==> src/clns_pkg.sv <==
// Shared types, codes and tables for the character LCD nibble sequencer.
package clns_pkg;

  // Request kinds on the func field
  localparam logic [2:0] FUNC_INIT   = 3'd0;
  localparam logic [2:0] FUNC_CMD    = 3'd1;
  localparam logic [2:0] FUNC_DATA   = 3'd2;
  localparam logic [2:0] FUNC_CLEAR  = 3'd3;
  localparam logic [2:0] FUNC_CURSOR = 3'd4;
  localparam logic [2:0] FUNC_GLYPH  = 3'd5;

  // Configuration register indexes
  localparam logic [2:0] REG_CLOCKS_PER_US = 3'd0;
  localparam logic [2:0] REG_STROBE_WIDTH  = 3'd1;
  localparam logic [2:0] REG_COMMAND_WAIT  = 3'd2;
  localparam logic [2:0] REG_CHAR_WAIT     = 3'd3;
  localparam logic [2:0] REG_CLEAR_WAIT    = 3'd4;

  localparam logic [15:0] COMMAND_WAIT_RESET = 16'd100;
  localparam logic [15:0] CHAR_WAIT_RESET    = 16'd40;
  localparam logic [15:0] CLEAR_WAIT_RESET   = 16'd2000;

  // Selector for the wait that follows a strobe
  localparam logic [2:0] AFT_ZERO  = 3'd0;
  localparam logic [2:0] AFT_CMD   = 3'd1;
  localparam logic [2:0] AFT_CHAR  = 3'd2;
  localparam logic [2:0] AFT_CLEAR = 3'd3;
  localparam logic [2:0] AFT_5000  = 3'd4;
  localparam logic [2:0] AFT_150   = 3'd5;
  localparam logic [2:0] AFT_1000  = 3'd6;

  localparam logic [15:0] POWER_UP_WAIT_US = 16'd50000;
  localparam logic [3:0]  INIT_LAST_STEP   = 4'd13;

  localparam logic [7:0] CMD_CLEAR    = 8'h01;
  localparam logic [7:0] CMD_SET_DDRAM = 8'h80;
  localparam logic [1:0] CGRAM_PREFIX = 2'b01;

  // One queued job: either the whole init script or one byte
  typedef struct packed {
    logic       is_init;
    logic       rs;
    logic [7:0] data;
    logic [2:0] after_sel;
  } clns_job_t;

  typedef struct packed {
    logic [15:0] command_wait;
    logic [15:0] char_wait;
    logic [15:0] clear_wait;
  } clns_waits_t;

  typedef struct packed {
    logic [3:0] nibble;
    logic       power_up;
    logic [2:0] after_sel;
  } clns_init_strobe_t;

  function automatic logic [7:0] line_base(input logic [1:0] row);
    logic [7:0] b;
    case (row)
      2'd0:    b = 8'h00;
      2'd1:    b = 8'h40;
      2'd2:    b = 8'h14;
      default: b = 8'h54;
    endcase
    return b;
  endfunction

  // Init script, one entry per strobe
  function automatic clns_init_strobe_t init_strobe(input logic [3:0] step);
    clns_init_strobe_t s;
    case (step)
      4'd0:    s = '{nibble: 4'h3, power_up: 1'b1, after_sel: AFT_5000};
      4'd1:    s = '{nibble: 4'h3, power_up: 1'b0, after_sel: AFT_150};
      4'd2:    s = '{nibble: 4'h3, power_up: 1'b0, after_sel: AFT_1000};
      4'd3:    s = '{nibble: 4'h2, power_up: 1'b0, after_sel: AFT_1000};
      4'd4:    s = '{nibble: 4'h2, power_up: 1'b0, after_sel: AFT_ZERO};
      4'd5:    s = '{nibble: 4'h8, power_up: 1'b0, after_sel: AFT_CMD};
      4'd6:    s = '{nibble: 4'h0, power_up: 1'b0, after_sel: AFT_ZERO};
      4'd7:    s = '{nibble: 4'h8, power_up: 1'b0, after_sel: AFT_CMD};
      4'd8:    s = '{nibble: 4'h0, power_up: 1'b0, after_sel: AFT_ZERO};
      4'd9:    s = '{nibble: 4'h1, power_up: 1'b0, after_sel: AFT_CLEAR};
      4'd10:   s = '{nibble: 4'h0, power_up: 1'b0, after_sel: AFT_ZERO};
      4'd11:   s = '{nibble: 4'h6, power_up: 1'b0, after_sel: AFT_CMD};
      4'd12:   s = '{nibble: 4'h0, power_up: 1'b0, after_sel: AFT_ZERO};
      default: s = '{nibble: 4'hC, power_up: 1'b0, after_sel: AFT_CMD};
    endcase
    return s;
  endfunction

endpackage

==> src/clns_if.sv <==
// Request and strobe channel interfaces for the LCD nibble sequencer.
interface clns_req_if;
  logic       valid;
  logic       ready;
  logic [2:0] func;
  logic [7:0] byte_value;
  logic [1:0] row;
  logic [5:0] column;
  logic [2:0] glyph_slot;

  modport source (output valid, func, byte_value, row, column, glyph_slot, input ready);
  modport sink   (input valid, func, byte_value, row, column, glyph_slot, output ready);
endinterface

interface clns_strobe_if;
  logic        valid;
  logic        ready;
  logic        reg_select;
  logic [3:0]  nibble;
  logic [15:0] wait_before_us;
  logic [15:0] wait_after_us;
  logic        last;

  modport source (output valid, reg_select, nibble, wait_before_us, wait_after_us, last,
                  input ready);
  modport sink   (input valid, reg_select, nibble, wait_before_us, wait_after_us, last,
                  output ready);
endinterface

==> src/clns_front.sv <==
// Front end: accepts requests and turns each known one into one queued job.
module clns_front (
  clns_req_if.sink           req,
  input  logic               q_full,
  output logic               push,
  output clns_pkg::clns_job_t push_job
);

  logic       known;
  logic [7:0] cursor_addr;

  assign cursor_addr = clns_pkg::line_base(req.row) + {2'b00, req.column};

  always_comb begin
    known    = 1'b1;
    push_job = '{is_init: 1'b0, rs: 1'b0, data: req.byte_value,
                 after_sel: clns_pkg::AFT_CMD};
    case (req.func)
      clns_pkg::FUNC_INIT: begin
        push_job.is_init = 1'b1;
      end
      clns_pkg::FUNC_CMD: begin
      end
      clns_pkg::FUNC_DATA: begin
        push_job.rs        = 1'b1;
        push_job.after_sel = clns_pkg::AFT_CHAR;
      end
      clns_pkg::FUNC_CLEAR: begin
        push_job.data      = clns_pkg::CMD_CLEAR;
        push_job.after_sel = clns_pkg::AFT_CLEAR;
      end
      clns_pkg::FUNC_CURSOR: begin
        push_job.data = clns_pkg::CMD_SET_DDRAM | cursor_addr;
      end
      clns_pkg::FUNC_GLYPH: begin
        push_job.data = {clns_pkg::CGRAM_PREFIX, req.glyph_slot, 3'b000};
      end
      default: begin
        known = 1'b0;  // unused codes are swallowed
      end
    endcase
  end

  assign req.ready = !q_full;
  assign push      = req.valid && !q_full && known;

endmodule

==> src/clns_queue.sv <==
// Short job queue between the front end and the strobe sequencer.
module clns_queue #(
  parameter int DEPTH = 2
) (
  input  logic                clk,
  input  logic                rst,
  input  logic                push,
  input  clns_pkg::clns_job_t push_job,
  output logic                full,
  input  logic                pop,
  output logic                head_valid,
  output clns_pkg::clns_job_t head_job
);

  localparam int AW = (DEPTH > 1) ? $clog2(DEPTH) : 1;
  localparam int CW = $clog2(DEPTH + 1);
  localparam logic [AW-1:0] LAST_PTR = AW'(DEPTH - 1);
  localparam logic [CW-1:0] FULL_CNT = CW'(DEPTH);

  clns_pkg::clns_job_t mem [DEPTH];
  logic [AW-1:0] wr_ptr;
  logic [AW-1:0] rd_ptr;
  logic [CW-1:0] count;

  assign full       = (count == FULL_CNT);
  assign head_valid = (count != '0);
  assign head_job   = mem[rd_ptr];

  always_ff @(posedge clk) begin
    if (push) begin
      mem[wr_ptr] <= push_job;
    end
  end

  always_ff @(posedge clk) begin
    if (rst) begin
      wr_ptr <= '0;
      rd_ptr <= '0;
      count  <= '0;
    end else begin
      if (push) begin
        wr_ptr <= (wr_ptr == LAST_PTR) ? '0 : wr_ptr + 1'b1;
      end
      if (pop) begin
        rd_ptr <= (rd_ptr == LAST_PTR) ? '0 : rd_ptr + 1'b1;
      end
      case ({push, pop})
        2'b10:   count <= count + 1'b1;
        2'b01:   count <= count - 1'b1;
        default: count <= count;
      endcase
    end
  end

endmodule

==> src/clns_back.sv <==
// Back end: expands queued jobs into nibble strobes with their waits.
module clns_back (
  input  logic                 clk,
  input  logic                 rst,
  input  logic                 head_valid,
  input  clns_pkg::clns_job_t  head_job,
  input  clns_pkg::clns_waits_t waits,
  output logic                 pop,
  clns_strobe_if.source        strobe
);

  logic [3:0]  step;
  logic [3:0]  step_next;
  logic        load;
  logic        cur_last;
  logic        cur_power_up;
  logic [3:0]  cur_nibble;
  logic [2:0]  cur_sel;
  logic [15:0] cur_after;
  logic [16:0] clear_sum;
  logic [15:0] clear_total;
  clns_pkg::clns_init_strobe_t init_s;

  assign init_s = clns_pkg::init_strobe(step);

  // command wait plus clear wait, saturating
  assign clear_sum   = {1'b0, waits.command_wait} + {1'b0, waits.clear_wait};
  assign clear_total = clear_sum[16] ? 16'hFFFF : clear_sum[15:0];

  always_comb begin
    if (head_job.is_init) begin
      cur_nibble   = init_s.nibble;
      cur_power_up = init_s.power_up;
      cur_sel      = init_s.after_sel;
      cur_last     = (step == clns_pkg::INIT_LAST_STEP);
    end else begin
      // high nibble first, only the low nibble carries the wait
      cur_nibble   = step[0] ? head_job.data[3:0] : head_job.data[7:4];
      cur_power_up = 1'b0;
      cur_sel      = step[0] ? head_job.after_sel : clns_pkg::AFT_ZERO;
      cur_last     = step[0];
    end
  end

  always_comb begin
    case (cur_sel)
      clns_pkg::AFT_CMD:   cur_after = waits.command_wait;
      clns_pkg::AFT_CHAR:  cur_after = waits.char_wait;
      clns_pkg::AFT_CLEAR: cur_after = clear_total;
      clns_pkg::AFT_5000:  cur_after = 16'd5000;
      clns_pkg::AFT_150:   cur_after = 16'd150;
      clns_pkg::AFT_1000:  cur_after = 16'd1000;
      default:             cur_after = 16'd0;
    endcase
  end

  assign load      = head_valid && (!strobe.valid || strobe.ready);
  assign pop       = load && cur_last;
  assign step_next = cur_last ? 4'd0 : step + 4'd1;

  always_ff @(posedge clk) begin
    if (rst) begin
      step         <= '0;
      strobe.valid <= 1'b0;
    end else begin
      if (load) begin
        step <= step_next;
      end
      if (load) begin
        strobe.valid <= 1'b1;
      end else if (strobe.ready) begin
        strobe.valid <= 1'b0;
      end
    end
  end

  always_ff @(posedge clk) begin
    if (load) begin
      strobe.reg_select     <= head_job.rs;
      strobe.nibble         <= cur_nibble;
      strobe.wait_before_us <= cur_power_up ? clns_pkg::POWER_UP_WAIT_US : 16'd0;
      strobe.wait_after_us  <= cur_after;
      strobe.last           <= cur_last;
    end
  end

endmodule

==> src/char_lcd_nibble_sequencer.sv <==
// Character LCD 4-bit nibble sequencer: top level.
//
// req carries one request per item: init, command, data byte, clear,
// cursor move or glyph slot select; func codes 6 and 7 are dropped.
// strobe carries one item per E strobe: RS, nibble, waits in us and a
// last flag on the final strobe of the request. The downstream timing
// engine owns E pulse width and delay counting, so writes to clocks_per_us
// and strobe_width_us are ignored here and do not affect any strobe.
// Config writes (cfg_we, cfg_index, cfg_wdata) take effect next cycle
// and must only be made while the block is idle.
// The first strobe of a request passes through the job queue and then
// the strobe register. The sequencer issues one strobe per cycle while
// strobe is ready; a request yields 2 strobes (byte kinds) or 14 (init).
// A queue of QUEUE_DEPTH jobs lets requests be taken while strobes are
// still being issued; req.ready drops when it is full.
// If the receiver stalls, the strobe register holds and the sequencer
// waits. Reset empties the queue, drops strobe.valid and restores the
// wait registers; no clearing pass is needed.
module char_lcd_nibble_sequencer #(
  parameter int QUEUE_DEPTH = 2
) (
  input  logic         clk,
  input  logic         rst,
  clns_req_if.sink     req,
  clns_strobe_if.source strobe,
  input  logic         cfg_we,
  input  logic [2:0]   cfg_index,
  input  logic [15:0]  cfg_wdata
);

  clns_pkg::clns_waits_t waits;
  clns_pkg::clns_job_t   push_job;
  clns_pkg::clns_job_t   head_job;
  logic push;
  logic pop;
  logic q_full;
  logic head_valid;

  always_ff @(posedge clk) begin
    if (rst) begin
      waits.command_wait <= clns_pkg::COMMAND_WAIT_RESET;
      waits.char_wait    <= clns_pkg::CHAR_WAIT_RESET;
      waits.clear_wait   <= clns_pkg::CLEAR_WAIT_RESET;
    end else if (cfg_we) begin
      case (cfg_index)
        clns_pkg::REG_COMMAND_WAIT: waits.command_wait <= cfg_wdata;
        clns_pkg::REG_CHAR_WAIT:    waits.char_wait    <= cfg_wdata;
        clns_pkg::REG_CLEAR_WAIT:   waits.clear_wait   <= cfg_wdata;
        default: begin
        end
      endcase
    end
  end

  clns_front u_front (
    .req      (req),
    .q_full   (q_full),
    .push     (push),
    .push_job (push_job)
  );

  clns_queue #(
    .DEPTH (QUEUE_DEPTH)
  ) u_queue (
    .clk        (clk),
    .rst        (rst),
    .push       (push),
    .push_job   (push_job),
    .full       (q_full),
    .pop        (pop),
    .head_valid (head_valid),
    .head_job   (head_job)
  );

  clns_back u_back (
    .clk        (clk),
    .rst        (rst),
    .head_valid (head_valid),
    .head_job   (head_job),
    .waits      (waits),
    .pop        (pop),
    .strobe     (strobe)
  );

endmodule

==> src/flat_wrapper.sv <==
// flat-port wrapper written by rule: the top's interface ports become plain ports
module char_lcd_nibble_sequencer_flat 
#(
  parameter int QUEUE_DEPTH = 2
)
  (clk, rst, cfg_we, cfg_index, cfg_wdata, req_valid, req_func, req_byte_value, req_row, req_column, req_glyph_slot, req_ready, strobe_valid, strobe_reg_select, strobe_nibble, strobe_wait_before_us, strobe_wait_after_us, strobe_last, strobe_ready);
  clns_req_if req_i ();
  clns_strobe_if strobe_i ();
  input  logic clk;
  input  logic rst;
  input  logic cfg_we;
  input  logic [2:0] cfg_index;
  input  logic [15:0] cfg_wdata;
  input wire logic [$bits(req_i.valid)-1:0] req_valid;
  input wire logic [$bits(req_i.func)-1:0] req_func;
  input wire logic [$bits(req_i.byte_value)-1:0] req_byte_value;
  input wire logic [$bits(req_i.row)-1:0] req_row;
  input wire logic [$bits(req_i.column)-1:0] req_column;
  input wire logic [$bits(req_i.glyph_slot)-1:0] req_glyph_slot;
  output wire logic [$bits(req_i.ready)-1:0] req_ready;
  output wire logic [$bits(strobe_i.valid)-1:0] strobe_valid;
  output wire logic [$bits(strobe_i.reg_select)-1:0] strobe_reg_select;
  output wire logic [$bits(strobe_i.nibble)-1:0] strobe_nibble;
  output wire logic [$bits(strobe_i.wait_before_us)-1:0] strobe_wait_before_us;
  output wire logic [$bits(strobe_i.wait_after_us)-1:0] strobe_wait_after_us;
  output wire logic [$bits(strobe_i.last)-1:0] strobe_last;
  input wire logic [$bits(strobe_i.ready)-1:0] strobe_ready;
  assign req_i.valid = req_valid;
  assign req_i.func = req_func;
  assign req_i.byte_value = req_byte_value;
  assign req_i.row = req_row;
  assign req_i.column = req_column;
  assign req_i.glyph_slot = req_glyph_slot;
  assign req_ready = req_i.ready;
  assign strobe_valid = strobe_i.valid;
  assign strobe_reg_select = strobe_i.reg_select;
  assign strobe_nibble = strobe_i.nibble;
  assign strobe_wait_before_us = strobe_i.wait_before_us;
  assign strobe_wait_after_us = strobe_i.wait_after_us;
  assign strobe_last = strobe_i.last;
  assign strobe_i.ready = strobe_ready;
  char_lcd_nibble_sequencer #(.QUEUE_DEPTH(QUEUE_DEPTH)) u_core (.clk(clk), .rst(rst), .req(req_i), .strobe(strobe_i), .cfg_we(cfg_we), .cfg_index(cfg_index), .cfg_wdata(cfg_wdata));
endmodule
==> config.mk <==
export PLATFORM = sky130hd
export DESIGN_NAME = char_lcd_nibble_sequencer_flat
export DESIGN_NICKNAME = d
export VERILOG_FILES = /design/src/clns_pkg.sv /design/src/clns_if.sv /design/src/clns_front.sv /design/src/clns_queue.sv /design/src/clns_back.sv /design/src/char_lcd_nibble_sequencer.sv /design/src/flat_wrapper.sv
export SDC_FILE = /design/constraint.sdc
export NUM_CORES = 1
export LEC_CHECK = 0
export ABC_AREA = 1
export BUFFER_PORTS_ARGS = -buffer_cell sky130_fd_sc_hd__buf_2
export CAP_MARGIN = 20
export CORE_ASPECT_RATIO = 0.9
export CORE_UTILIZATION = 58
export CTS_BUF_LIST = sky130_fd_sc_hd__clkbuf_16
export CTS_CLUSTER_SIZE = 14
export DETAILED_ROUTE_END_ITERATION = 6
export PLACE_DENSITY = 0.81
export SLEW_MARGIN = 20
export SYNTH_ARGS = -nofsm -noshare
export SYNTH_HDL_FRONTEND = slang
export SYNTH_SLANG_ARGS = --single-unit
==> constraint.sdc <==
create_clock -name clk -period 5.9 [get_ports clk]
set_input_delay 0.59 -clock clk [delete_from_list [all_inputs] [get_ports clk]]
set_output_delay 0.59 -clock clk [all_outputs]
set_load 0.05 [all_outputs]
* Word level (Yosys, flattened, before mapping)
Memory sizes are Yosys's and may differ from the RTL's. A register that Yosys moved wholly into a read port is not among the register bits.
Cells that the tools add are included.
** Word-level totals
- Register bits :: 95
- Bits in writable memories :: 24
- Memory bits (read-only) :: 128
- Bits of input ports :: 46
- Output and inout port bits :: 40
- Word-level logic and storage cells :: 85
- Memories kept :: 2
** Operators by class
- $add $sub $neg :: 7
- Equality and inequality tests :: 20
- Mux-type cells :: 27
- Reductions and logical operators :: 16
** Memories
- (name not given) :: words 16, width 8, rd ports 1, clocked after Yosys merged registers in 1, wr ports 0, line clns_pkg.sv:73 : case (step)
- u_core.u_queue.mem :: words 2, width 12, rd ports 1, clocked after Yosys merged registers in 1, wr ports 1, line clns_queue.sv:20 : clns_pkg::clns_job_t mem [DEPTH];
** Operators by type and width (number)
- 16-bit one-hot mux with 6 select lines :: 1
- 16-bit two-way mux :: 2
- 8-bit one-hot mux with 3 select lines :: 1
- 7-bit one-hot mux with 3 select lines :: 1
- 4-bit two-way mux :: 5
- 3-bit by 2-bit equality test with 1-bit output (second input constant) :: 6
- 3-bit equality test (second input constant) :: 6
- 16-bit by 16-bit adder with 17-bit output :: 1
- 1-bit two-way mux :: 13
- 2-bit one-hot mux with 2 select lines :: 2
- 7-bit by 6-bit adder with 7-bit output :: 1
- 2-bit equality test (second input constant) :: 3
- 3-bit by 1-bit equality test with 1-bit output (second input constant) :: 2
- 3-bit two-way mux :: 2
- 2-bit AND reduction :: 3
- 2-bit nonzero test :: 3
- 6-bit OR reduction :: 1
- 4-bit by 1-bit adder with 4-bit output (second input constant) :: 1
- 2-bit by 1-bit equality test with 1-bit output (second input constant) :: 2
- 4-bit equality test (second input constant) :: 1
- 1-bit logical AND :: 4
- 3-bit logical NOT :: 1
- 1-bit adder (second input constant) :: 2
- 2-bit by 1-bit adder with 2-bit output (second input constant) :: 1
- other kinds (4) :: 5

* Longest topological paths before layout
Gate-level depths: netlist (run 1).
- Depth after elaboration :: 6
- Depth in mapped cells :: 14
- Gate-level depth less buffers :: 14

* Cells and area by module
From an unflattened synthesis (run 1), not the netlist that was laid out.
** Second synthesis, totals
- Cell total of the unflattened synthesis :: 868
- Area total of the unflattened synthesis :: 6577.6 um2
** By module, submodules not included
- clns_back :: times used 1, cells each 447, area an instance 3059.2 um2, sequential area each 950.9 um2
- char_lcd_nibble_sequencer :: times used 1, cells each 279, area an instance 1971.9 um2, sequential area each 960.9 um2
- clns_queue :: times used 1, cells each 73, area an instance 1201.2 um2, sequential area each 880.8 um2
- clns_front :: times used 1, cells each 69, area an instance 345.3 um2, sequential area each 0.0 um2

* Worst setup path before layout (run 1)
Ideal clock, no wire load.
- Path type :: input port to flip-flop
- From :: in strobe_ready
- To :: reg u_core.u_queue.count[1]
- Library setup time :: 70 ps
- Arrival :: 2052 ps
- Path slack :: 3778 ps
- Stages :: 12
- Buffers on the path :: 0
- Path through :: inv_1 nand2_1 nand2_1 inv_2 nand2_1 inv_2 ha_1 inv_1 nand2_1 nor2_1 o21ai_0 a21oi_1
** On the way
- Cells in the longest elaborated chain, start to end :: 5
- Elaborated cells on any way between the ends :: 7
- Those cells by class :: 2 x eq/ne; 1 x mux; 4 x reduce/logical
** Ends and longest elaborated chain
- from (decl) :: line flat_wrapper.sv:27 : input wire logic [$bits(strobe_i.ready)-1:0] strobe_ready;
- 1-bit logical OR (*) :: line clns_back.sv:57 : assign load = head_valid && (!strobe.valid || strobe.ready);
- 1-bit logical AND (*) :: line clns_back.sv:57
- named net u_core.u_back.load :: line clns_back.sv:14 : logic load;
- 1-bit logical AND (*) :: line clns_back.sv:58 : assign pop = load && cur_last;
- named net u_core.pop :: line char_lcd_nibble_sequencer.sv:35 : logic pop;
- 2-bit by 1-bit equality test with 1-bit output or 2-bit equality test (tied branches) :: line clns_queue.sv:47 : case ({push, pop})
- 2-bit one-hot mux with 2 select lines or 2-bit nonzero test (tied branches)
- to (signal assigned) :: line clns_queue.sv:48 : 2'b10: count <= count + 1'b1;
- to (signal assigned) :: line clns_queue.sv:49 : 2'b01: count <= count - 1'b1;
- to (signal assigned) :: line clns_queue.sv:50 : default: count <= count;
- to (decl) :: line clns_queue.sv:23 : logic [CW-1:0] count;
The timed path passes the listed nets; every way through them passes the cells marked *.
A chain may end at the register's enable or synchronous reset.

* Worst setup path after layout (run 1)
- From :: reg, netlist name u_core.waits[0]
- To :: reg u_core.u_back.strobe.wait_after_us[4] (data pin)
** On the way
- Cells in the longest elaborated chain, start to end :: 3
** Ends and longest elaborated chain
- 16-bit by 16-bit adder with 17-bit output :: line clns_back.sv:27 : assign clear_sum = {1'b0, waits.command_wait} + {1'b0, waits.clear_wait};
- 16-bit two-way mux :: line clns_back.sv:28 : assign clear_total = clear_sum[16] ? 16'hFFFF : clear_sum[15:0];
- 16-bit one-hot mux with 6 select lines :: line clns_back.sv:46 : case (cur_sel)
- named net u_core.u_back.cur_after[4] :: line clns_back.sv:19 : logic [15:0] cur_after;
- to (signal assigned) :: line clns_back.sv:82 : strobe.wait_after_us <= cur_after;
- to (decl) :: line clns_if.sv:24 : modport source (output valid, reg_select, nibble, wait_before_us, wait_after_us, last,
The timed path passes the listed nets, and every way through them passes these cells.

==> flow_summary_export.csv, run 1 <==
group,metric,value,unit
drt,wl_per_cell,14.6,um
timing,finalMaxSlewViolations,0,
worst_setup_path,cpPeakStageDelay,0.80,ns
worst_setup_path,path_common_cell,"nand2_1",
power,p_leak,3.34,nW
cells_and_area,areaGrowthSynthToFinish,15.7,%
worst_setup_path,crit_fanout,12,
floorplan,design.core.area,9830,um^2
clock_tree,clockBufferDepth,2,
cells_and_area,fin_util,70.1,%
floorplan,start_util,60.6,%
power,intPower,0.00156,W
power,seq_power_share,40.1,%
worst_setup_path,reg2reg_from,"u_core.waits[0]",
drt,vias,5490,
clock_tree,cts_sinks,113,
timing,rsz0062_at_grt,"false",
worst_setup_path,cp_data_required_time,6.04,ns
power,switching_share,31.3,%
cells_and_area,nNetsFinal,943,
global_route,grt_start_max_net_pins,58,
timing,slew_headroom,31.4,%
floorplan,ioPinCount,86,
timing,period_minus_slack,2.82,ns
drt,drtAntennaViolNets,0,
timing,final.setup.tns,0,ns
timing,final_hold_viol_count,0,
run_status,status,"complete, but fails checks",
synth,synth_cell_type_count,37,
power,ir_drop,0.217,mV
place,globalplace.congestion,0.926,
power,power_density,331,nW/um^2
drt,drc,5,
power,comb_power_share,18.7,%
timing,skew,0.00884,ns
timing,hold_ws,0.351,ns
min_path,min-delay-path-class,"input pin to flip-flop",
job,cap_violations,0,
clock_tree,post_cts_buffers,0,
worst_setup_path,crit_chain,"ha_1 -> fa_1 -> nand3_1 -> nand3_1 -> nand2_1 -> nand2_1 -> a21oi_1 -> nand2_1 -> nand2_1 -> nand3_1",
clock_tree,clk_pin_slew,0.05,ns
synth,ys_ff_latch,113,
synth,synth_area_per_cell,7.42,um^2
timing,period_share,47.8,%
worst_setup_path,endpoint_kind,"flip-flop",
clock_tree,clock_latency,0.41,ns
worst_setup_path,crit_buf_inv,0,
min_path,min_from,"rst",
worst_setup_path,critical_path.top_delay_family,"compound AO/OA/AOI/OAI gates",
clock_tree,cts_resized,0,
cells_and_area,register_area,2730,um^2
place,numPlacedInstances,981,
global_route,antenna_found_initial,0,
global_route,grt.overflow.total,0,
global_route,grt_pass1_vias,4894,
place,place_hpwl,10500,um
clock_tree,cts_tree,"done",
clock_tree,numCtsBuffers,17,
worst_setup_path,crit_slowest_cell,"a21oi_1",
worst_setup_path,critical_path_arrival,2.96,ns
drt,first_pass_iters,7,
synth,yosysWarnings,0,
clock_tree,cts_htree_levels,4,
power,pwr-share-clk,41.2,%
timing,setup_violations,0,
cells_and_area,insertedDiodeCount,0,
cells_and_area,final_cells,1013,
clock_tree,root_buffer,"clkbuf_16",
place,portBuffers,75,
global_route,grt.total_usage,29.2,%
drt,vias_per_cell,5.42,
cells_and_area,multi_input_comb_area,2700,um^2
clock_tree,cts_hold_repair.buffers,0,
timing,fmax,0.355,GHz
worst_setup_path,crit_path_start,"u_core.waits[0]",
floorplan,rows,34,
floorplan,fp.dieArea,10700,um^2
synth,netlist_area,5950,um^2
synth,syn-instance-count,802,
worst_setup_path,critical_path_class,"flip-flop to flip-flop",
drt,drt-initial-drc-count,425,
timing,tightest_slew,1.03,ns
floorplan,fp.dieW,109,um
power,netSwitchingPower,0.000714,W
drt,postRouteWirelength,14800,um
cells_and_area,n_fill_cell,779,
floorplan,die_y,98.1,um
worst_setup_path,crit_path_start_kind,"flip-flop",
cells_and_area,drive_gt1_share,14.1,%
run_status,failed_checks,"DRC",
global_route,grt_pass1_wl,23800,um
synth,synth-seq-area-share,45.9,%
==> power groups by stage <==
stage	Sequential [W]	Combinational, W	Clock, W
floorplan	0.00101	0.000241	0
global placement	0.000926	0.000409	0
detailed placement	0.000929	0.000417	0
CTS	0.000914	0.000422	0.000942
global route	0.000920	0.000464	0.000979
finish	0.000914	0.000426	0.000939
==> layer usage <==
metal  wire length [um]  track usage (%)
met1               6800             43.4
met2               6190             42.6
met3               1630             7.21
met4                128             6.96
met5                  0                0
==> per-stage QoR <==
stage / instance area [um^2] / total power, W / setup WS [ns]
after floorplan: 5990 / 0.00125 / 3.78
after global placement: 6340 / 0.00134 / 3.26
after detailed placement: 6340 / 0.00135 / 3.16
after CTS: 6890 / 0.00228 / 3.13
after global routing: 6890 / 0.00236 / 2.96
final: 6890 / 0.00228 / 3.08
==> worst reg2reg max path: cells and delay by family (launching register included) <==
kind / cells / cell delay [ns]
and+or+nand+nor: 7 / 0.76
DFF: 1 / 0.32
AOI/OAI and AO/OA: 1 / 0.80
adders and majority gates: 2 / 0.67
==> placed cells by master, fill, tap and decap left out, drive strengths merged, types with 6 or more instances in the layout <==
cell and count:
nand4 10, inv 103, conb 10, a21oi 19, ha 22, clkbuf 17
o21ai 66, nand2 228, nand3 52, clkinv 6, buf 76, dfxtp 66
nor2 133, edfxtp 47
==> area by class of cell <==
type	instances	area share, %
Sequential cell	113	39.7
Multi-Input combinational cell	567	39.2
Clock buffer	17	6.18
Timing Repair Buffer	76	5.56
Inverter	99	5.39
Tap cell	126	2.29
Clock inverter	15	1.74
==> sequential cells by signal (all words and copies together), names as in the netlist, named ones only <==
| name | count |
|---|---|
| u_core.u_queue.mem | 24 |
| u_core.u_back.strobe.reg_select | 1 |
| u_core.u_queue.rd_ptr | 1 |
| u_core.u_back.strobe.wait_after_us | 16 |
| u_core.u_queue.wr_ptr | 1 |
| u_core.u_back.strobe.valid | 1 |
| u_core.u_queue.count | 2 |
| u_core.u_back.step | 4 |
| u_core.u_back.strobe.wait_before_us | 1 |
| u_core.waits | 48 |
| u_core.u_back.strobe.last | 1 |
| u_core.u_back.init_s | 8 |
| u_core.u_back.strobe.nibble | 4 |
==> synthesized netlist by cell type (all sizes together) <==
cell type,number,area share [%]
inv,98,6.2
nor3,2,0.17
clkinv,1,0.063
fa,1,0.34
nor2,133,9.1
o211ai,2,0.25
a32oi,1,0.15
a22o,2,0.29
nand3b,1,0.13
nand4,10,1.1
nand2,228,14
conb,1,0.063
or2,1,0.11
and2,4,0.42
a21boi,1,0.13
xor2,3,0.44
o21ai,66,5.7
edfxtp,47,24
a31oi,4,0.42
a21oi,19,1.7
dfxtp,66,22
xnor2,4,0.59
nand3,52,4.5
clkbuf,11,0.69
buf,21,2.4
ha,22,4.6
o221ai,1,0.15
==> worst paths after layout <==
| kind | cells past startpoint | end | slack [ns] |
|---|---|---|---|
| worst max-delay path | 10 | u_core.u_back.strobe.wait_after_us[4] | 3.08 |
| worst min-delay path | 2 | u_core.u_back.strobe.valid | 0.35 |
| worst max register to register | 10 | u_core.u_back.strobe.wait_after_us[4] | 3.08 |
| worst min register to register | 1 | flip-flop | 0.46 |
==> logic make-up (layout without fill, tap and decap cells) <==
group,count (synthesis),count (layout),share of synthesized area (%)
compound gates,96,96,8.78
xor+xnor,7,7,1.03
fa+ha+maj,23,23,4.96
buf+inv,131,207,9.35
flops,113,113,45.9
other cells,1,10,0.0630
simple gates,431,431,29.9
Power figures use the tool's default switching activity.
==> inputs of run 2 (changes only) <==
--- a/config.mk
+++ b/config.mk
@@ -9,11 +9,11 @@
 export BUFFER_PORTS_ARGS = -buffer_cell sky130_fd_sc_hd__buf_2
 export CAP_MARGIN = 20
 export CORE_ASPECT_RATIO = 0.9
-export CORE_UTILIZATION = 58
+export CORE_UTILIZATION = 52
 export CTS_BUF_LIST = sky130_fd_sc_hd__clkbuf_16
 export CTS_CLUSTER_SIZE = 14
 export DETAILED_ROUTE_END_ITERATION = 6
-export PLACE_DENSITY = 0.81
+export PLACE_DENSITY = 0.76
 export SLEW_MARGIN = 20
 export SYNTH_ARGS = -nofsm -noshare
 export SYNTH_HDL_FRONTEND = slang
==> constraint.sdc (replaced) <==
create_clock -name clk -period 2.35 [get_ports clk]
set_input_delay 0.235 -clock clk [delete_from_list [all_inputs] [get_ports clk]]
set_output_delay 0.235 -clock clk [all_outputs]
set_load 0.05 [all_outputs]
==> flow_summary_export.csv, run 2 (synthesis gave the netlist of run 1 again) <==
group,metric,value,unit
run_status,status,"finished clean",
global_route,grt_pass1_wl,22700,um
place,postPlaceCellArea,6460,um^2
timing,period_minus_slack,2.10,ns
global_route,use_met1,38.8,%
drt,vias_per_cell,5.02,
min_path,min_to,"u_core.waits[4]",
timing,finalMaxSlewViolations,0,
timing,tightest_slew,0.582,ns
place,place_hpwl,9870,um
drt,drc,0,
clock_tree,root_buffer,"clkbuf_16",
clock_tree,clockBufferDepth,2,
timing,final_hold_viol_count,0,
worst_setup_path,critical_path_class,"flip-flop to flip-flop",
clock_tree,cts_sinks,113,
floorplan,design.core.area,11000,um^2
global_route,grt.total_usage,24.9,%
timing,rsz0062_at_grt,"false",
clock_tree,cts_htree_levels,4,
drt,drtAntennaViolNets,0,
timing,final.setup.tns,0,ns
min_path,hold_depth,3,
power,seq_power_share,37.7,%
cells_and_area,nNetsFinal,955,
worst_setup_path,r2r_slack,0.25,ns
cells_and_area,final_cells,1051,
floorplan,fp.dieArea,11900,um^2
timing,hold_ws,0.0455,ns
cells_and_area,areaGrowthSynthToFinish,19.2,%
power,netSwitchingPower,0.00171,W
power,intPower,0.00435,W
floorplan,ioPinCount,86,
worst_setup_path,critical_path_arrival,2.44,ns
clock_tree,cts_tree,"done",
cells_and_area,insertedDiodeCount,0,
power,switching_share,28.2,%
worst_setup_path,reg2reg_depth,13,
job,cap_violations,0,
drt,vias,5278,
place,numPlacedInstances,1018,
cells_and_area,top_regs,"u_core.waits x48, u_core.u_queue.mem x24, u_core.u_back.strobe.wait_after_us x16",
global_route,antenna_found_initial,0,
timing,skew,0.0170,ns
worst_setup_path,crit_fanout,6,
worst_setup_path,endpoint_kind,"flip-flop",
cells_and_area,register_area,2730,um^2
cells_and_area,n_fill_cell,966,
worst_setup_path,crit_path_start_kind,"flip-flop",
power,ir_drop,0.436,mV
cells_and_area,layout_common_cells,"nand2_1 (226), nor2_1 (125), inv_1 (93)",
worst_setup_path,cp_data_required_time,2.70,ns
floorplan,rows,36,
global_route,use_met3,6.32,%
worst_setup_path,r2r-end,"u_core.u_queue.count[1]",
timing,fmax,0.477,GHz
drt,first_pass_iters,5,
cells_and_area,drive_gt1_share,15.1,%
min_path,min_from,"cfg_wdata[4]",
worst_setup_path,reg2reg_from,"u_core.u_back.step[0]",
global_route,grt_start_max_net_pins,53,
global_route,grt_pass1_vias,4651,
global_route,grt.overflow.total,0,
min_path,min-delay-path-class,"input pin to flip-flop",
cells_and_area,largest_register_ffs,48,
global_route,gr-max-usage-layer,"met1",
power,p_total,0.00606,W
drt,wl_per_cell,13.1,um
floorplan,fp.dieW,115,um
power,pwr-share-clk,44.5,%
drt,postRouteWirelength,13800,um
timing,slew_headroom,61.1,%
timing,setup_violations,0,
place,globalplace.congestion,0.908,
drt,drt-initial-drc-count,420,
floorplan,die_y,104,um
cells_and_area,final_common_cell,"nand2_1",
floorplan,start_util,54.2,%
place,portBuffers,75,
clock_tree,post_cts_buffers,0,
power,p_leak,3.44,nW
clock_tree,numCtsBuffers,17,
cells_and_area,multi_input_comb_area,2710,um^2
clock_tree,clk_pin_slew,0.05,ns
power,comb_power_share,17.8,%
timing,period_share,89.2,%
clock_tree,clock_latency,0.42,ns
cells_and_area,regMostFlops,"u_core.waits",
cells_and_area,final_area,7100,um^2
global_route,gr-usage-met2,33.5,%
power,power_density,854,nW/um^2
[run 2: changes by cell type in the layout (fill, tap and decap cells not counted), sizes merged]
cell,delta
buf,+11
bufinv,+4
clkinvlp,-3
inv,-3
clkinv,+2
dlygate4sd3,+1
[run 2: worst max-delay path: stages, from the launching register on]
cell and delay, ns:
dfxtp_1 0.48, ha_1 0.20, inv_1 0.04, nor2_1 0.12, nand2_1 0.08, nand2_1 0.10
nand2_1 0.13, inv_2 0.16, ha_1 0.25, inv_1 0.08, nand2_1 0.05, nor2_1 0.12
o21ai_0 0.09, a21oi_1 0.13
[run 2: power groups by stage]
stage               combinational (W)  sequential (W)  clock, W
finish                        0.00108         0.00228   0.00270
global route                  0.00119         0.00230   0.00282
CTS                           0.00107         0.00228   0.00273
detailed placement            0.00106         0.00232         0
global placement              0.00106         0.00232         0
floorplan                    0.000604         0.00253         0
[run 2: cell type report]
class	instances	share of cell area, %
repair buffers	88	6.70
flip-flops and latches	113	38.5
multi-input cells	567	38.1
inverters	99	5.23
clock buffers	17	5.99
clock inverters	15	2.80
well taps	152	2.68
[run 2: what timing repair did]
action	in CTS	in global routing
hold buffers	1	0
endpoints found under the setup margin	0	8
endpoints found under the hold margin	1	0
gates resized for setup	0	2
[run 2: metal layers]
| metal | wire length [um] | vias to the layer above |
|---|---|---|
| met5 | 0 | - |
| met4 | 116 | 0 |
| met3 | 1180 | 9 |
| met2 | 5580 | 206 |
| met1 | 6930 | 2340 |
| li1 | - | 2723 |
[run 2: stage by stage]
stage	utilization [%]	setup WS [ns]
finish	64.6	0.255
global placement	58.8	0.236
detailed placement	58.8	0.164
global route	64.6	0.0437
CTS	64.5	0.159
floorplan	-	0.264
[run 2: worst max-delay path by stage]
stage	from	end	slack, ns	depth (start not counted)
finish	u_core.u_back.step[0]	u_core.u_queue.count[1]	0.25	13
global route	u_core.waits[0]	u_core.u_back.strobe.wait_after_us[6]	0.04	11
CTS	u_core.waits[0]	u_core.u_back.strobe.wait_after_us[6]	0.16	11
detailed placement	u_core.waits[0]	u_core.u_back.strobe.wait_after_us[6]	0.16	11
global placement	u_core.waits[0]	u_core.u_back.strobe.wait_after_us[9]	0.24	11
floorplan	u_core.u_back.strobe.valid	u_core.u_queue.count[1]	0.26	11
==> inputs of run 3 (changes only) <==
--- a/config.mk
+++ b/config.mk
@@ -9,11 +9,11 @@
 export BUFFER_PORTS_ARGS = -buffer_cell sky130_fd_sc_hd__buf_2
 export CAP_MARGIN = 20
 export CORE_ASPECT_RATIO = 0.9
-export CORE_UTILIZATION = 52
+export CORE_UTILIZATION = 30
 export CTS_BUF_LIST = sky130_fd_sc_hd__clkbuf_16
 export CTS_CLUSTER_SIZE = 14
 export DETAILED_ROUTE_END_ITERATION = 6
-export PLACE_DENSITY = 0.76
+export SETUP_SLACK_MARGIN = 0.5
 export SLEW_MARGIN = 20
 export SYNTH_ARGS = -nofsm -noshare
 export SYNTH_HDL_FRONTEND = slang
==> flow_summary_export.csv, run 3 (synthesis gave the netlist of run 1 again) <==
group,metric,value,unit
run_status,status,"finished clean",
clock_tree,cts_tree,"done",
floorplan,start_util,30.8,%
clock_tree,numCtsBuffers,17,
place,place_hpwl,11400,um
timing,rsz0062_at_grt,"true",
drt,drc,0,
drt,first_pass_iters,5,
worst_setup_path,crit_buf_inv,2,
power,switching_share,30.9,%
min_path,min-delay-path-class,"input pin to flip-flop",
place,portBuffers,75,
clock_tree,clock_latency,0.41,ns
timing,final.setup.tns,0,ns
timing,period_share,86.7,%
cells_and_area,fin_util,38.7,%
cells_and_area,areaGrowthSynthToFinish,25.8,%
worst_setup_path,endpoint_kind,"flip-flop",
timing,slew_headroom,57.3,%
floorplan,fp.dieArea,20400,um^2
cells_and_area,final_common_cell,"nand2_1",
timing,fmax,0.491,GHz
drt,drtAntennaViolNets,0,
clock_tree,cts_sinks,113,
drt,drt-initial-drc-count,353,
floorplan,ioPinCount,86,
drt,vias_per_cell,4.54,
floorplan,die_y,136,um
timing,skew,0.0112,ns
cells_and_area,drive_gt1_share,21.7,%
worst_setup_path,cp_data_required_time,2.49,ns
worst_setup_path,crit_fanout,5,
power,p_leak,3.58,nW
cells_and_area,top_regs,"u_core.waits x48, u_core.u_queue.mem x24, u_core.u_back.strobe.wait_after_us x16",
timing,final_hold_viol_count,0,
global_route,antenna_found_initial,0,
drt,postRouteWirelength,15500,um
worst_setup_path,crit_path_start_kind,"flip-flop",
worst_setup_path,critical_path.top_delay_family,"adder cells",
drt,vias,5282,
power,pwr-share-clk,39.3,%
worst_setup_path,cpPeakStageDelay,0.36,ns
clock_tree,clockBufferDepth,2,
worst_setup_path,crit_chain,"ha_4 -> fa_2 -> nand3_2 -> nand3_2 -> nand2_2 -> nand2_4 -> a21oi_4 -> buf_6 -> buf_12 -> nand2_4 -> nand2_2 -> nand3_2",
timing,tightest_slew,0.640,ns
global_route,grt_pass1_vias,4703,
drt,wl_per_cell,13.3,um
global_route,grt.total_usage,15.5,%
global_route,grt.overflow.total,0,
clock_tree,clk_pin_slew,0.05,ns
global_route,grt_pass1_wl,24300,um
cells_and_area,largest_register_ffs,48,
place,globalplace.congestion,0.882,
floorplan,design.core.area,19300,um^2
timing,hold_ws,0.0471,ns
clock_tree,root_buffer,"clkbuf_16",
job,cap_violations,0,
worst_setup_path,critical_path_class,"flip-flop to flip-flop",
cells_and_area,regMostFlops,"u_core.waits",
worst_setup_path,crit_slowest_cell,"fa_2",
worst_setup_path,path_common_cell,"nand3_2",
clock_tree,cts_htree_levels,4,
power,power_density,765,nW/um^2
power,ir_drop,0.470,mV
timing,setup_violations,0,
cells_and_area,n_fill_cell,1984,
power,p_total,0.00573,W
cells_and_area,insertedDiodeCount,0,
power,intPower,0.00396,W
cells_and_area,layout_common_cells,"nand2_1 (215), nor2_1 (123), inv_1 (94)",
timing,finalMaxSlewViolations,0,
power,comb_power_share,20.7,%
timing,period_minus_slack,2.04,ns
worst_setup_path,critical_path_arrival,2.18,ns
floorplan,fp.dieW,151,um
cells_and_area,nNetsFinal,969,
power,seq_power_share,40.0,%
global_route,grt_start_max_net_pins,53,
power,netSwitchingPower,0.00177,W
floorplan,rows,48,
[run 3: stage by stage]
step / instance area (um^2) / worst slack [ns] / std cells
after floorplan: 6060 / 0.358 / 811
after global placement: 6650 / 0.327 / 1115
after global routing: 7490 / 0.232 / 1163
after CTS: 7330 / 0.371 / 1157
after detailed placement: 6650 / 0.261 / 1115
final: 7490 / 0.313 / 1163
[run 3: tightest hold or removal path: stages]
cell and delay, ns:
buf_2 0.09, nand2_1 0.05, nand3_1 0.05
[run 3: routing by layer]
layer	track usage [%]	wire length (um)	up-vias
met3	3.13	853	15
met4	5.89	203	0
met1	23.5	8050	2415
li1	-	-	2744
met5	0	0	-
met2	21.2	6420	108
[run 3: final cells by class]
cell class | instances | area, um^2 | area share, %
clock buffer | 17 | 425 | 5.68
tap | 250 | 313 | 4.18
sequential | 113 | 2750 | 36.7
multi-input combinational | 567 | 2910 | 38.8
timing repair buffer | 102 | 628 | 8.39
clock inverter | 15 | 90.1 | 1.20
inverter | 99 | 377 | 5.03
[run 3: power groups by stage]
stage / clock network, W / registers (W) / logic (W)
after floorplan: 0 / 0.00254 / 0.000614
after global placement: 0 / 0.00233 / 0.00110
after detailed placement: 0 / 0.00233 / 0.00110
after CTS: 0.00228 / 0.00229 / 0.00113
after global routing: 0.00237 / 0.00230 / 0.00130
final: 0.00225 / 0.00229 / 0.00119
[run 3: path summary, 6_finish.rpt]
kind | start | endpoint | slack, ns | depth (start not counted)
setup reg to reg | u_core.waits[0] | u_core.u_back.strobe.wait_after_us[6] | 0.31 | 12
hold / removal | cfg_wdata[4] | u_core.waits[4] | 0.05 | 3
hold reg to reg | u_core.u_queue.count[1] | u_core.u_queue.count[1] | 0.45 | 1
setup / recovery | u_core.waits[0] | u_core.u_back.strobe.wait_after_us[6] | 0.31 | 12
[run 3: repair_timing]
action                                  in CTS  in global routing
hold buffers                                 1                  0
endpoints found under the setup margin      17                 25
gates resized for setup                     19                 36
pin swaps                                    7                 14
setup buffers                                8                  6
endpoints found under the hold margin        1                  0
cloned                                       1                  0
